==> config.mk <==
export PLATFORM = sky130hd
export DESIGN_NAME = one_shot_layer_key_fsm_core
export DESIGN_NICKNAME = d
export VERILOG_FILES = /design/src/olk_pkg.sv /design/src/olk_front.sv /design/src/olk_fifo.sv /design/src/olk_back.sv /design/src/one_shot_layer_key_fsm_core.sv
export SDC_FILE = /design/constraint.sdc
export NUM_CORES = 1
export LEC_CHECK = 0
export ABC_AREA = 0
export CAP_MARGIN = 20
export CELL_PAD_IN_SITES_DETAIL_PLACEMENT = 1
export CELL_PAD_IN_SITES_GLOBAL_PLACEMENT = 1
export CORE_MARGIN = 5
export CORE_UTILIZATION = 45
export DETAILED_ROUTE_END_ITERATION = 12
export DONT_BUFFER_PORTS = 1
export GPL_ROUTABILITY_DRIVEN = 0
export GPL_TIMING_DRIVEN = 0
export PLACE_DENSITY_LB_ADDON = 0.1
export SLEW_MARGIN = 20
export SYNTH_ARGS = -nofsm -noshare
export SYNTH_HDL_FRONTEND = slang
export SYNTH_SLANG_ARGS = --single-unit
==> constraint.sdc <==
create_clock -name clk_i -period 6.1 [get_ports clk_i]
set_input_delay 0.61 -clock clk_i [delete_from_list [all_inputs] [get_ports clk_i]]
set_output_delay 0.61 -clock clk_i [all_outputs]
set_load 0.03 [all_outputs]
==> src/olk_pkg.sv <==
package olk_pkg;

  localparam int unsigned KeyW          = 16;
  localparam int unsigned LayerW        = 5;
  localparam int unsigned TickW         = 16;
  localparam int unsigned MaskW         = 4;
  localparam int unsigned CfgDataW      = 21;
  localparam int unsigned CfgIdxW       = 3;
  localparam int unsigned NumEntryRegs  = 4;
  localparam int unsigned DefaultLayers = 4;
  localparam int unsigned QueueDepth    = 2;

  localparam logic [CfgIdxW-1:0] WaitRegIdx = 3'd4;
  localparam logic [TickW-1:0]   WaitReset  = 16'd500;

  // entry state, one-hot
  typedef enum logic [4:0] {
    MODE_UP          = 5'b00001,
    MODE_QUEUED      = 5'b00010,
    MODE_QUEUED_USED = 5'b00100,
    MODE_DOWN_UNUSED = 5'b01000,
    MODE_DOWN_USED   = 5'b10000
  } mode_e;

  typedef struct packed {
    logic [KeyW-1:0]   key_code;
    logic              is_press;
    logic [LayerW-1:0] source_layer;
    logic [TickW-1:0]  now_ticks;
  } in_t;

  typedef struct packed {
    logic             pass_through;
    logic [MaskW-1:0] layer_on_mask;
    logic [MaskW-1:0] layer_off_mask;
  } out_t;

  typedef struct packed {
    logic                en;
    logic [CfgIdxW-1:0]  idx;
    logic [CfgDataW-1:0] data;
  } cfg_wr_t;

endpackage

==> src/olk_front.sv <==
module olk_front #(
  parameter int unsigned Layers = olk_pkg::DefaultLayers
) (
  input  logic                 clk_i,
  input  logic                 rst_ni,
  input  olk_pkg::cfg_wr_t     cfg_i,
  input  olk_pkg::in_t         in_data_i,
  output logic [Layers-1:0]    trig_hit_o,
  output logic [Layers-1:0]    layer_hit_o
);

  localparam int unsigned NumCfg = (Layers < olk_pkg::NumEntryRegs) ?
                                   Layers : olk_pkg::NumEntryRegs;
  localparam int unsigned IdxW   = olk_pkg::CfgIdxW;
  localparam int unsigned KeyW   = olk_pkg::KeyW;
  localparam int unsigned LayerW = olk_pkg::LayerW;

  for (genvar i = 0; i < Layers; i++) begin : g_entry
    logic [KeyW-1:0]   trig;
    logic [LayerW-1:0] layer;

    if (i < NumCfg) begin : g_cfg
      logic [olk_pkg::CfgDataW-1:0] cfg_q;

      always_ff @(posedge clk_i or negedge rst_ni) begin
        if (!rst_ni) begin
          cfg_q <= '0;
        end else if (cfg_i.en && cfg_i.idx == IdxW'(i)) begin
          cfg_q <= cfg_i.data;
        end
      end

      assign trig  = cfg_q[LayerW +: KeyW];
      assign layer = cfg_q[LayerW-1:0];
    end else begin : g_fixed
      // entries without a register keep trigger 0 and layer 0
      assign trig  = '0;
      assign layer = '0;
    end

    assign trig_hit_o[i]  = (in_data_i.key_code == trig);
    assign layer_hit_o[i] = (in_data_i.source_layer == layer);
  end

endmodule

==> src/olk_fifo.sv <==
module olk_fifo #(
  parameter int unsigned Width = 1,
  parameter int unsigned Depth = olk_pkg::QueueDepth
) (
  input  logic             clk_i,
  input  logic             rst_ni,
  input  logic             push_valid_i,
  output logic             push_ready_o,
  input  logic [Width-1:0] push_data_i,
  output logic             pop_valid_o,
  input  logic             pop_ready_i,
  output logic [Width-1:0] pop_data_o
);

  localparam int unsigned PtrW = (Depth > 1) ? $clog2(Depth) : 1;
  localparam int unsigned CntW = $clog2(Depth + 1);

  logic [Width-1:0] mem_q [Depth];
  logic [PtrW-1:0]  wr_ptr_q, wr_ptr_d, rd_ptr_q, rd_ptr_d;
  logic [CntW-1:0]  cnt_q, cnt_d;
  logic             push, pop;

  assign push_ready_o = (cnt_q != CntW'(Depth));
  assign pop_valid_o  = (cnt_q != '0);
  assign pop_data_o   = mem_q[rd_ptr_q];
  assign push         = push_valid_i && push_ready_o;
  assign pop          = pop_valid_o && pop_ready_i;

  always_comb begin
    wr_ptr_d = wr_ptr_q;
    rd_ptr_d = rd_ptr_q;
    cnt_d    = cnt_q;
    if (push) begin
      wr_ptr_d = (wr_ptr_q == PtrW'(Depth - 1)) ? '0 : wr_ptr_q + PtrW'(1);
    end
    if (pop) begin
      rd_ptr_d = (rd_ptr_q == PtrW'(Depth - 1)) ? '0 : rd_ptr_q + PtrW'(1);
    end
    if (push && !pop) begin
      cnt_d = cnt_q + CntW'(1);
    end else if (pop && !push) begin
      cnt_d = cnt_q - CntW'(1);
    end
  end

  always_ff @(posedge clk_i or negedge rst_ni) begin
    if (!rst_ni) begin
      wr_ptr_q <= '0;
      rd_ptr_q <= '0;
      cnt_q    <= '0;
    end else begin
      wr_ptr_q <= wr_ptr_d;
      rd_ptr_q <= rd_ptr_d;
      cnt_q    <= cnt_d;
    end
  end

  always_ff @(posedge clk_i) begin
    if (push) begin
      mem_q[wr_ptr_q] <= push_data_i;
    end
  end

endmodule

==> src/olk_back.sv <==
module olk_back #(
  parameter int unsigned Layers = olk_pkg::DefaultLayers
) (
  input  logic                        clk_i,
  input  logic                        rst_ni,
  input  olk_pkg::cfg_wr_t            cfg_i,
  input  logic                        q_valid_i,
  output logic                        q_ready_o,
  input  logic [Layers-1:0]           trig_hit_i,
  input  logic [Layers-1:0]           layer_hit_i,
  input  logic                        is_press_i,
  input  logic [olk_pkg::TickW-1:0]   now_ticks_i,
  output logic                        out_valid_o,
  input  logic                        out_ready_i,
  output olk_pkg::out_t               out_data_o
);

  localparam int unsigned TickW = olk_pkg::TickW;
  localparam int unsigned MaskW = olk_pkg::MaskW;

  logic [TickW-1:0]  wait_q;
  logic              out_valid_q;
  olk_pkg::out_t     out_q, out_d;
  logic              fire;
  logic [Layers-1:0] on_vec, off_vec, keep_vec;

  // output slot free or draining this cycle
  assign q_ready_o = !out_valid_q || out_ready_i;
  assign fire      = q_valid_i && q_ready_o;

  always_ff @(posedge clk_i or negedge rst_ni) begin
    if (!rst_ni) begin
      wait_q <= olk_pkg::WaitReset;
    end else if (cfg_i.en && cfg_i.idx == olk_pkg::WaitRegIdx) begin
      wait_q <= cfg_i.data[TickW-1:0];
    end
  end

  for (genvar i = 0; i < Layers; i++) begin : g_entry
    olk_pkg::mode_e   mode_q, mode_d;
    logic [TickW-1:0] stamp_q;
    logic [TickW-1:0] held;
    logic             stamp_we;

    assign held = now_ticks_i - stamp_q;

    always_comb begin
      mode_d      = mode_q;
      on_vec[i]   = 1'b0;
      off_vec[i]  = 1'b0;
      keep_vec[i] = 1'b1;
      stamp_we    = 1'b0;
      if (trig_hit_i[i]) begin
        if (is_press_i) begin
          on_vec[i]   = (mode_q == olk_pkg::MODE_UP);
          stamp_we    = 1'b1;
          mode_d      = olk_pkg::MODE_DOWN_UNUSED;
          keep_vec[i] = 1'b0;
        end else if (mode_q == olk_pkg::MODE_DOWN_UNUSED) begin
          keep_vec[i] = 1'b0;
          if (held > wait_q) begin
            mode_d     = olk_pkg::MODE_UP;
            off_vec[i] = 1'b1;
          end else begin
            mode_d = olk_pkg::MODE_QUEUED;
          end
        end else if (mode_q == olk_pkg::MODE_DOWN_USED) begin
          mode_d      = olk_pkg::MODE_UP;
          off_vec[i]  = 1'b1;
          keep_vec[i] = 1'b0;
        end
      end else if (layer_hit_i[i]) begin
        if (is_press_i) begin
          case (mode_q)
            olk_pkg::MODE_DOWN_UNUSED: mode_d = olk_pkg::MODE_DOWN_USED;
            olk_pkg::MODE_QUEUED:      mode_d = olk_pkg::MODE_QUEUED_USED;
            olk_pkg::MODE_QUEUED_USED: begin
              mode_d      = olk_pkg::MODE_UP;
              off_vec[i]  = 1'b1;
              keep_vec[i] = 1'b0;
            end
            default: mode_d = mode_q;
          endcase
        end else if (mode_q == olk_pkg::MODE_QUEUED ||
                     mode_q == olk_pkg::MODE_QUEUED_USED) begin
          mode_d     = olk_pkg::MODE_UP;
          off_vec[i] = 1'b1;
        end
      end
    end

    always_ff @(posedge clk_i or negedge rst_ni) begin
      if (!rst_ni) begin
        mode_q <= olk_pkg::MODE_UP;
      end else if (fire) begin
        mode_q <= mode_d;
      end
    end

    always_ff @(posedge clk_i) begin
      if (fire && stamp_we) begin
        stamp_q <= now_ticks_i;
      end
    end
  end

  always_comb begin
    out_d.pass_through = &keep_vec;
    for (int j = 0; j < MaskW; j++) begin
      out_d.layer_on_mask[j]  = (j < Layers) ? on_vec[j % Layers]  : 1'b0;
      out_d.layer_off_mask[j] = (j < Layers) ? off_vec[j % Layers] : 1'b0;
    end
  end

  always_ff @(posedge clk_i or negedge rst_ni) begin
    if (!rst_ni) begin
      out_valid_q <= 1'b0;
    end else if (q_ready_o) begin
      out_valid_q <= q_valid_i;
    end
  end

  always_ff @(posedge clk_i) begin
    if (fire) begin
      out_q <= out_d;
    end
  end

  assign out_valid_o = out_valid_q;
  assign out_data_o  = out_q;

endmodule

==> src/one_shot_layer_key_fsm_core.sv <==
// one-shot layer keys: each key event (keycode, press or release, source layer,
// timestamp) is matched against Layers entries, each holding a trigger keycode,
// a target layer and a small state machine (up, queued, queued and used, down
// unused, down used). One event gives one result: a pass flag and per-entry
// layer on and off masks (only entries 0 to 3 show in the masks). Events stream
// at one per cycle while the result output and the queue do not stall; the
// classify stage feeds a two-entry queue, and the entry update stage registers
// the result. Entry registers and the hold wait term are written through the
// plain write port and must only change while no event is in flight.
module one_shot_layer_key_fsm_core #(
  parameter int unsigned Layers = olk_pkg::DefaultLayers
) (
  input  logic                          clk_i,
  input  logic                          rst_ni,
  // configuration write port
  input  logic                          cfg_we_i,
  input  logic [olk_pkg::CfgIdxW-1:0]   cfg_idx_i,
  input  logic [olk_pkg::CfgDataW-1:0]  cfg_wdata_i,
  // key events
  input  logic                          in_valid_i,
  output logic                          in_ready_o,
  input  olk_pkg::in_t                  in_data_i,
  // results
  output logic                          out_valid_o,
  input  logic                          out_ready_i,
  output olk_pkg::out_t                 out_data_o
);

  localparam int unsigned TickW = olk_pkg::TickW;
  // queue word: trigger hits, layer hits, press flag, timestamp
  localparam int unsigned QW    = 2 * Layers + 1 + TickW;

  olk_pkg::cfg_wr_t  cfg;
  logic [Layers-1:0] trig_hit, layer_hit;
  logic [QW-1:0]     q_push_data, q_pop_data;
  logic              q_valid, q_ready;

  assign cfg.en   = cfg_we_i;
  assign cfg.idx  = cfg_idx_i;
  assign cfg.data = cfg_wdata_i;

  // front: compare the event against every entry's trigger and layer
  olk_front #(
    .Layers (Layers)
  ) u_front (
    .clk_i       (clk_i),
    .rst_ni      (rst_ni),
    .cfg_i       (cfg),
    .in_data_i   (in_data_i),
    .trig_hit_o  (trig_hit),
    .layer_hit_o (layer_hit)
  );

  assign q_push_data = {trig_hit, layer_hit, in_data_i.is_press, in_data_i.now_ticks};

  // short queue decouples classification from the state update
  olk_fifo #(
    .Width (QW),
    .Depth (olk_pkg::QueueDepth)
  ) u_queue (
    .clk_i        (clk_i),
    .rst_ni       (rst_ni),
    .push_valid_i (in_valid_i),
    .push_ready_o (in_ready_o),
    .push_data_i  (q_push_data),
    .pop_valid_o  (q_valid),
    .pop_ready_i  (q_ready),
    .pop_data_o   (q_pop_data)
  );

  // back: entry state machines, press stamps and the result register
  olk_back #(
    .Layers (Layers)
  ) u_back (
    .clk_i       (clk_i),
    .rst_ni      (rst_ni),
    .cfg_i       (cfg),
    .q_valid_i   (q_valid),
    .q_ready_o   (q_ready),
    .trig_hit_i  (q_pop_data[QW-1 -: Layers]),
    .layer_hit_i (q_pop_data[TickW+1 +: Layers]),
    .is_press_i  (q_pop_data[TickW]),
    .now_ticks_i (q_pop_data[TickW-1:0]),
    .out_valid_o (out_valid_o),
    .out_ready_i (out_ready_i),
    .out_data_o  (out_data_o)
  );

endmodule
==> run summary, run 1 <==
The flow ran to the end, and the final reports show no timing, DRC or antenna violations. By count the netlist is led by ha_1 (129), edfxtp_1 (123), dfrtp_1 (115). The wire-length estimate of the detail-placed layout is 28,400 um. During I/O placement, the number of pins put on the boundary was 78. The endpoint identified for the worst register-to-register timing path is u_back.g_entry[3].mode_q[0]. The library cell with the highest instance count after synthesis is ha_1. In this design, the stage delay of the slowest critical-path cell is 0.59 ns. The startpoint type of the worst setup path is a flip-flop. The number of buffers on the longest clock path is 3, and the final non-filler cell total is 1,803.

Setup repair after global routing left no endpoint under its margin. The H-tree depth reported by CTS is 1. The number of library cell types mapped by synthesis was 69; the slew at the pin with the worst max-slew slack was 0.881 ns. The number of vias per cell after detailed routing came out at 5.45.

The required time of the critical path came out at 6.59 ns. Traced cell by cell, the critical path runs through buf_4 -> mux2i_2 -> ha_1 -> inv_1 -> fa_1 -> a21o_1 -> a21o_1 -> a31oi_1 -> nand3_1 -> a31o_1 -> a21oi_1 -> xnor2_1 -> ha_1 -> nand4_1 -> nor4_1 -> o21ai_0 -> a21oi_1 -> o21ai_0 -> a31oi_1. The adder-cell share of the synthesized area is 11.6%.

The top flip-flop cell by instance count after synthesis is edfxtp_1. The number of max-slew violations in the final report came out at 0. Counting tap cells, the placed design contains a total of 1,751 instances.

The region available for standard cell placement spans 32,400 sq um. The number of clock buffers added by TritonCTS is 29. By area, the combinational part of the netlist is dominated by adder cells.

The power after layout is 8.83 mW. The synthesized netlist devotes 10.4% of its cell area to simple gates. For the worst setup path, the data arrival time is 6.11 ns.

Share of synthesized flip-flops with an asynchronous set or reset: 50.4%. The minimum period implied by the final worst setup slack came out at 5.61 ns. The tools report the static power due to leakage as 6.68 nW. Together, buffers and inverters on the worst path number 2. The die is 190 um tall.

Setup violations remaining at the end of the flow were counted as 0. The run gives 16,300 sq um as the post-route standard cell area excluding fillers. The mean post-synth cell area came out at 11.2 sq um. After synthesis the netlist holds a flip-flop and latch count of 248. The total power divided by cell area came out at 542 nW/um^2. The share of final-layout standard cells stronger than drive strength 1 is 12.0%, and the sum of met3 wire segment lengths after detailed routing is 1590 um. Measured along the x axis, the die boundary spans 190 um. The synthesized netlist devotes 9.09% of its cell area to XOR and XNOR gates. Synthesis produced a netlist with a net count of 1,505. The library cell contributing the largest single delay on the critical path is nor4_1.

After layout, the worst path uses 92.0% of the clock period. The first detailed-routing pass ran for 5 iterations. After synthesis, flip-flops and latches occupy 46.7% of the total area. The worst setup slack for register-to-register paths came out at 0.49 ns. For this configuration, the core starts out at a cell density of 45.2%. The logs give 126 for the pin count of the biggest net entering global routing and 0 for the number of nets still failing antenna checks after routing.

The detailed-route wire length on metal 1 came out at 16,400 um. The count of flip-flops with a built-in enable after synthesis works out to 123. Worst hold-check path type: input port to async pin. The post-synth design cell area is 14,600 sq um.

The logs give 0 for the final count of hold timing violations and 0.289 mV for the maximum VDD drop. The fill cell total of the finished layout is 3,495, and the instance area at placement is 15,300 sq um. The critical path is of the flip-flop to flip-flop type. Between clock sinks in the finished design, the worst skew comes to 0.0118 ns. The top metal layer carrying routed signals was met4.

The antenna cell count was 0. Wire segments on met2 add up to 18,000 um in the final route. Headroom to the max-slew limit came out at 40.7%.

The first routing iteration left 337 violations. The initial antenna violation count is 0, and the total number of cells along the worst setup path is 19. The floorplan has 66 rows. The worst-path maximum fanout was 28. After synthesis, the cell types taking the most area are edfxtp_1 (25%), dfrtp_1 (20%), ha_1 (11%). The kind of cell with the highest combined delay along the critical path is compound AO/OA/AOI/OAI gates. The overall via count from detail_route was 9,835; the number of nets in the final layout was 1,539. TritonCTS built the clock tree. For this run the aggregate overflow at the end of global routing stands at 0.

The run gives 0 as the total of max-cap violations. The area growth from synthesis to layout was 11.2%; the per-cell routed wire length was 20.3 um. The remaining routing DRC violations is 0, and the clock latency of the later-clocked register in the worst-skew pair is 0.56 ns. The tools report the first-pass GRT wire length as 59,100 um.

In this run the clock root is driven by a clkbuf_16. CTS saw 248 sinks. The tools report the startpoint of the most critical register-to-register path as u_queue.rd_ptr_q. For this run, the total global-route usage over all layers was measured as 20.5%. The share of synthesized area in the top cell type comes to 25.2%. Counting every instance in the synthesized netlist gives 1,305. The clock slew at the register clock pins of the worst setup and hold paths is 0.06 ns. The most critical setup path has its startpoint at u_queue.rd_ptr_q. Summing the areas of all compound-gate instances in the mapped netlist gives 10.1% of the synthesized area. Summed over all instances, the cell type with the most area after synthesis is edfxtp_1. The final routed wirelength across all metal layers came out at 36,600 um. STA classifies the critical path endpoint as a flip-flop. The area of the die was 36,300 sq um. Static timing analysis puts the maximum clock frequency at 178 MHz.

The tools report the end point of the critical path as u_back.g_entry[3].mode_q[0]. The logs give 10,600 for the number of global-route vias before repair and 0 for the number of synthesis warnings. Input and output buffers added on the ports amount to 0.

Of the post-synthesis cell area, the part taken by muxes is 8.80%. Measured in cells, the most critical reg-to-reg path has a length of 19.
-- flip-flops by register name, summed over array words and instances (netlist names) --
name,cells
u_back.g_entry.stamp_q,64
u_back.wait_q,16
u_queue.wr_ptr_q,1
u_front.g_entry.g_cfg.cfg_q,84
u_back.out_data_o,9
u_queue.rd_ptr_q,1
u_back.g_entry.mode_q,20
u_queue.cnt_q,2
u_queue.mem_q,50
u_back.out_valid_o,1
-- area by class of cell --
cell class,instances,area [sq um],area share (%)
clock buffers,41,842,5.17
inverters,95,357,2.19
clock inverters,12,135,0.829
multi-input cells,926,7350,45.1
well taps,442,553,3.39
flip-flops and latches,248,6830,42.0
repair buffers,5,88.8,0.545
plain buffers,34,135,0.829
-- power by group --
group          total [mW]  internal [mW]  switching (mW)
logic                4.50           1.91            2.59
registers            2.57           2.28           0.286
clock network        1.76           1.05           0.712
-- layer usage --
layer / vias up / GRT usage [%]
met1: 4879 / 27.1
met3: 44 / 3.83
met2: 149 / 35.5
met5: - / 0
li1: 4763 / -
met4: 0 / 3.87
-- stage by stage --
| step | hold slack (ns) | setup TNS [ns] | setup slack [ns] | util (%) |
|---|---|---|---|---|
| after floorplan | 0.314 | 0 | 1.18 | - |
| after global placement | 0.317 | -3.09 | -0.412 | 47.0 |
| after detailed placement | 0.316 | -3.96 | -0.543 | 47.2 |
| after CTS | 0.0312 | 0 | 0.184 | 50.3 |
| after global routing | 0.0421 | 0 | 0.105 | 50.3 |
| final | 0.00807 | 0 | 0.486 | 50.3 |
-- worst min path at each step --
stage	endpoint	startpoint	cells past startpoint
detailed placement	u_front.g_entry[1].g_cfg.cfg_q[17]	rst_ni	0
CTS	u_front.g_entry[1].g_cfg.cfg_q[17]	rst_ni	1
global placement	u_front.g_entry[1].g_cfg.cfg_q[17]	rst_ni	0
global route	u_front.g_entry[3].g_cfg.cfg_q[15]	rst_ni	1
finish	u_front.g_entry[0].g_cfg.cfg_q[17]	rst_ni	1
floorplan	u_back.g_entry[0].mode_q[1]	rst_ni	0
-- repair_timing --
item | in CTS | in global routing
endpoints found under the setup margin | 12 | 3
buffers inserted | 0 | 0
hold endpoints to repair | 125 | 0
gates cloned | 0 | 0
hold buffers | 1 | 0
pin swaps | 0 | 0
gates resized for setup | 1 | 0
-- kinds of logic after synthesis --
| group | after synthesis |
|---|---|
| simple gates | 302 |
| flops | 248 |
| compound gates | 225 |
| xor+xnor | 152 |
| fa+ha+maj | 133 |
| buf+inv | 131 |
| mux | 114 |
-- layout by cell type (no fill, tap or decap), drive strengths merged, types with 10 or more instances in the layout --
cell type,instances
nor3,24
o21ai,51
ha,129
nand3,27
o21a,16
xnor2,113
buf,12
dfrtp,115
a21oi,61
dfstp,10
xor2,39
nand2,74
nor4,14
a21o,34
inv,97
nor2b,21
edfxtp,123
nor2,67
nand4,30
mux2,105
clkbuf,68
No activity file was read; power rests on OpenSTA's default activity.
==> inputs of run 2 (changes only) <==
- CELL_PAD_IN_SITES_DETAIL_PLACEMENT: 1 -> default
- CELL_PAD_IN_SITES_GLOBAL_PLACEMENT: 1 -> default
- PLACE_DENSITY_LB_ADDON: 0.1 -> default
==> run 2 against run 1 <==
  * Final area is 0.22% higher
  * Via count is 1.1% lower
  * Die area stayed put
  * Core utilization is 0.11 points higher
  * Power is 0.63% lower
  * Sequential power hardly changed
  * Critical path depth is 1 higher
  * Final cell count hardly changed
  * Wire length is 6.4% lower
==> run summary, run 2 (synthesis gave the netlist of run 1 again) <==
The run finished with clean final reports. The internal power summed over all cells is 5.23 mW (-0.22%), and the final non-filler cell total is 1,804 (+0.055%). The pin count of the biggest net entering global routing is 126 (unchanged), and the overall via count from detail_route is 9,722 (-1.1%). The tools report the setup slack after layout as 0.548 ns (+0.0620 ns).

STA classifies the critical path endpoint as a flip-flop. The final count of hold timing violations is 0 (unchanged). In the layout the commonest cells are ha_1 (129), edfxtp_1 (123), dfrtp_1 (115). In this run the clock root is driven by a clkbuf_16. The run gives 0 (unchanged) as the initial antenna violation count. The die height is 190 um (unchanged). The library cell used most frequently in the layout, excluding fill and tap cells, is ha_1. The run gives 51.3% (+0.4 points) as the combinational group share of total power. Register with the most flip-flops: u_front.g_entry.g_cfg.cfg_q.

The sum of negative setup slack was 0 ns (unchanged). TritonCTS built the clock tree. Required time of the critical path: 6.57 ns (-0.02 ns). The worst setup path is of the flip-flop to flip-flop kind.

The flip-flop count of the largest register, all copies and words added was 84 (unchanged). The worst hold-check path type was input port to async pin. The detailed-placement wirelength estimate was 25,600 um (-9.9%). Setup repair after global routing left no endpoint under its margin. The worst-path maximum fanout was 19 (-32%); the share of final-layout standard cells stronger than drive strength 1 was 11.9% (-0.082 points). The logs give 28 (-3.4%) for the number of buffers created by CTS and 55,200 um (-6.6%) for the first-pass GRT wire length. Relative to the synthesized area, the layout overhead comes to 11.5%. The maximum VDD drop was 0.271 mV (-6.2%). Effective utilization at floorplan: 45.2% (unchanged).

The total power divided by cell area came out at 537 nW/um^2 (-0.84%). For the cell total after placement, the log shows 1,752 (+0.057%). The tools report the static power due to leakage as 6.72 nW (+0.52%). The number of vias per cell after detailed routing was 5.39 (-1.2%); the fmax was 180 MHz (+1.1%). Residual overflow from global routing: 0 (unchanged). For the multi-input logic area, the log shows 7390 sq um (+0.61%).

The proportion of power drawn by the clock network is 19.5% (-0.5 points), and the per-cell routed wire length is 19.0 um (-6.4%). The H-tree depth reported by CTS was 1 (unchanged). The tools report the number of top-level pins as 78 (unchanged). The clock slew at the register clock pins of the worst setup and hold paths was 0.06 ns (about the same); the core region area was 32,400 sq um (unchanged). Area of the die: 36,300 sq um (unchanged). For the post-route standard cell area excluding fillers, the log shows 16,300 sq um (+0.22%). The final core utilization is 50.4% (+0.11 points), and the switching power share of the total is 40.4% (-0.25 points). The overall routing resource usage is 19.1% (-1.4 points), and the hold slack is 0.00326 ns (-0.00481 ns). The final clock period utilization by the worst path was 91.0% (-1.0 points); the cell row count was 66 (unchanged).

The instance area at placement was 15,300 sq um (about the same). The normalized max-slew margin came out at 43.0% (+2.3 points). The number of nets in the final layout was 1,540 (+0.065%); the slew at the pin with the worst max-slew slack was 0.831 ns (-0.0497 ns). The antenna cell count was 0 (unchanged); the port buffer count was 0 (unchanged). The total of max-cap violations was 0 (unchanged); the clock latency of the later-clocked register in the worst-skew pair was 0.56 ns (about the same).

The tools report the storage element area as 6830 sq um (unchanged). The fill cell total of the finished layout is 2,938 (-16%). Largest clock skew in the final design: 0.0132 ns (+0.00135 ns). The largest registers in the layout are u_front.g_entry.g_cfg.cfg_q: 84 flops, u_back.g_entry.stamp_q: 64 flops, u_queue.mem_q: 50 flops. The logs give 0 (unchanged) for the remaining routing DRC violations and 6.02 ns (-0.09 ns) for the arrival time of data at the critical path endpoint. The number of global-route vias before repair was 9,803 (-7.2%); the final routed wirelength across all metal layers was 34,300 um (-6.4%). The detailed-routing iteration count for the pre-antenna-repair pass is 5 (unchanged), and the number of buffers on the longest clock path is 3 (unchanged). For the count of final setup violators, the log shows 0 (unchanged). The switching power summed over all nets is 3.54 mW (-1.2%), and the power after layout is 8.77 mW (-0.63%). The number of nets still failing antenna checks after routing is 0 (unchanged).

The share of power burned in registers is 29.2% (about the same), and the number of max-slew violations in the final report is 0 (unchanged). The minimum period implied by the final worst setup slack was 5.55 ns (-0.0620 ns); the DRC marker count from the first detailed-route iteration was 508 (+51%). Horizontal extent of the die: 190 um (unchanged). The startpoint type of the worst setup path was a flip-flop. For the setup slack after placement, the log shows -1.00 ns (-0.459 ns). Count of clock tree sinks: 248 (unchanged).
[run 2: cell types whose count changed in the layout (fill, tap and decap cells not counted), sizes merged]
cell      before  now
clkinvlp       3    1
clkbuf        68   67
inv           97   96
bufinv         2    3
buf           12   14
clkinv         5    7
[run 2: final cells by class]
cell class	count	share of cell area, %
multi-input combinational	926	45.3
sequential	248	41.9
clock buffer	40	4.82
tap	442	3.39
inverter	95	2.18
clock inverter	12	0.981
buffer	35	0.874
timing repair buffer	6	0.621
[run 2: path summary, 6_finish.rpt]
| kind | from | endpoint | slack [ns] | cells after the start |
|---|---|---|---|---|
| setup / recovery | u_queue.rd_ptr_q | u_back.g_entry[3].mode_q[0] | 0.55 | 20 |
| hold / removal | rst_ni | u_front.g_entry[3].g_cfg.cfg_q[13] | 0.003 | 1 |
| setup reg to reg | u_queue.rd_ptr_q | u_back.g_entry[3].mode_q[0] | 0.55 | 20 |
| hold reg to reg | u_front.g_entry[0].g_cfg.cfg_q[15] | u_front.g_entry[0].g_cfg.cfg_q[15] | 0.51 | 1 |
| max in group asynchronous | rst_ni | u_front.g_entry[3].g_cfg.cfg_q[17] | 5.58 | 1 |
| min in group clk_i | in_data_i[5] | u_queue.mem_q[1][5] | 0.15 | 0 |
[run 2: timing repair]
| item | 4_1_cts | 5_1_grt |
|---|---|---|
| resized for setup | 8 | 3 |
| buffers inserted | 0 | 0 |
| hold buffers | 1 | 0 |
| setup endpoints to repair | 12 | 8 |
| endpoints found under the hold margin | 125 | 0 |
[run 2: power groups by stage]
stage	sequential, mW	clock, mW	combinational, mW
after floorplan	2.53	0	3.38
after global placement	2.58	0	4.28
after detailed placement	2.59	0	4.42
after CTS	2.56	1.76	4.50
after global routing	2.61	1.83	5.13
final	2.56	1.71	4.50
[run 2: metal layers]
metal / vias to the layer above / share of wire [%] / GRT usage, %
li1: 4772 / - / -
met1: 4705 / 48 / 27.4
met2: 199 / 45 / 30.4
met3: 46 / 4.6 / 3.22
met4: 0 / 2.6 / 4.67
met5: - / 0 / 0
[run 2: worst max-delay path, cell delays in order, from the launching register on]
cell and delay [ns]:
dfrtp_1 0.35, buf_4 0.38, buf_4 0.35, mux2i_2 0.47, ha_1 0.25, inv_1 0.06, fa_1 0.40, a21o_1 0.18
a21o_1 0.21, a31oi_1 0.27, nand3_1 0.16, a31o_1 0.25, a21oi_1 0.17, xnor2_1 0.10, ha_1 0.29, nand4_1 0.16
nor4_1 0.40, o21ai_0 0.20, a21oi_1 0.44, o21ai_0 0.15, a31oi_1 0.20
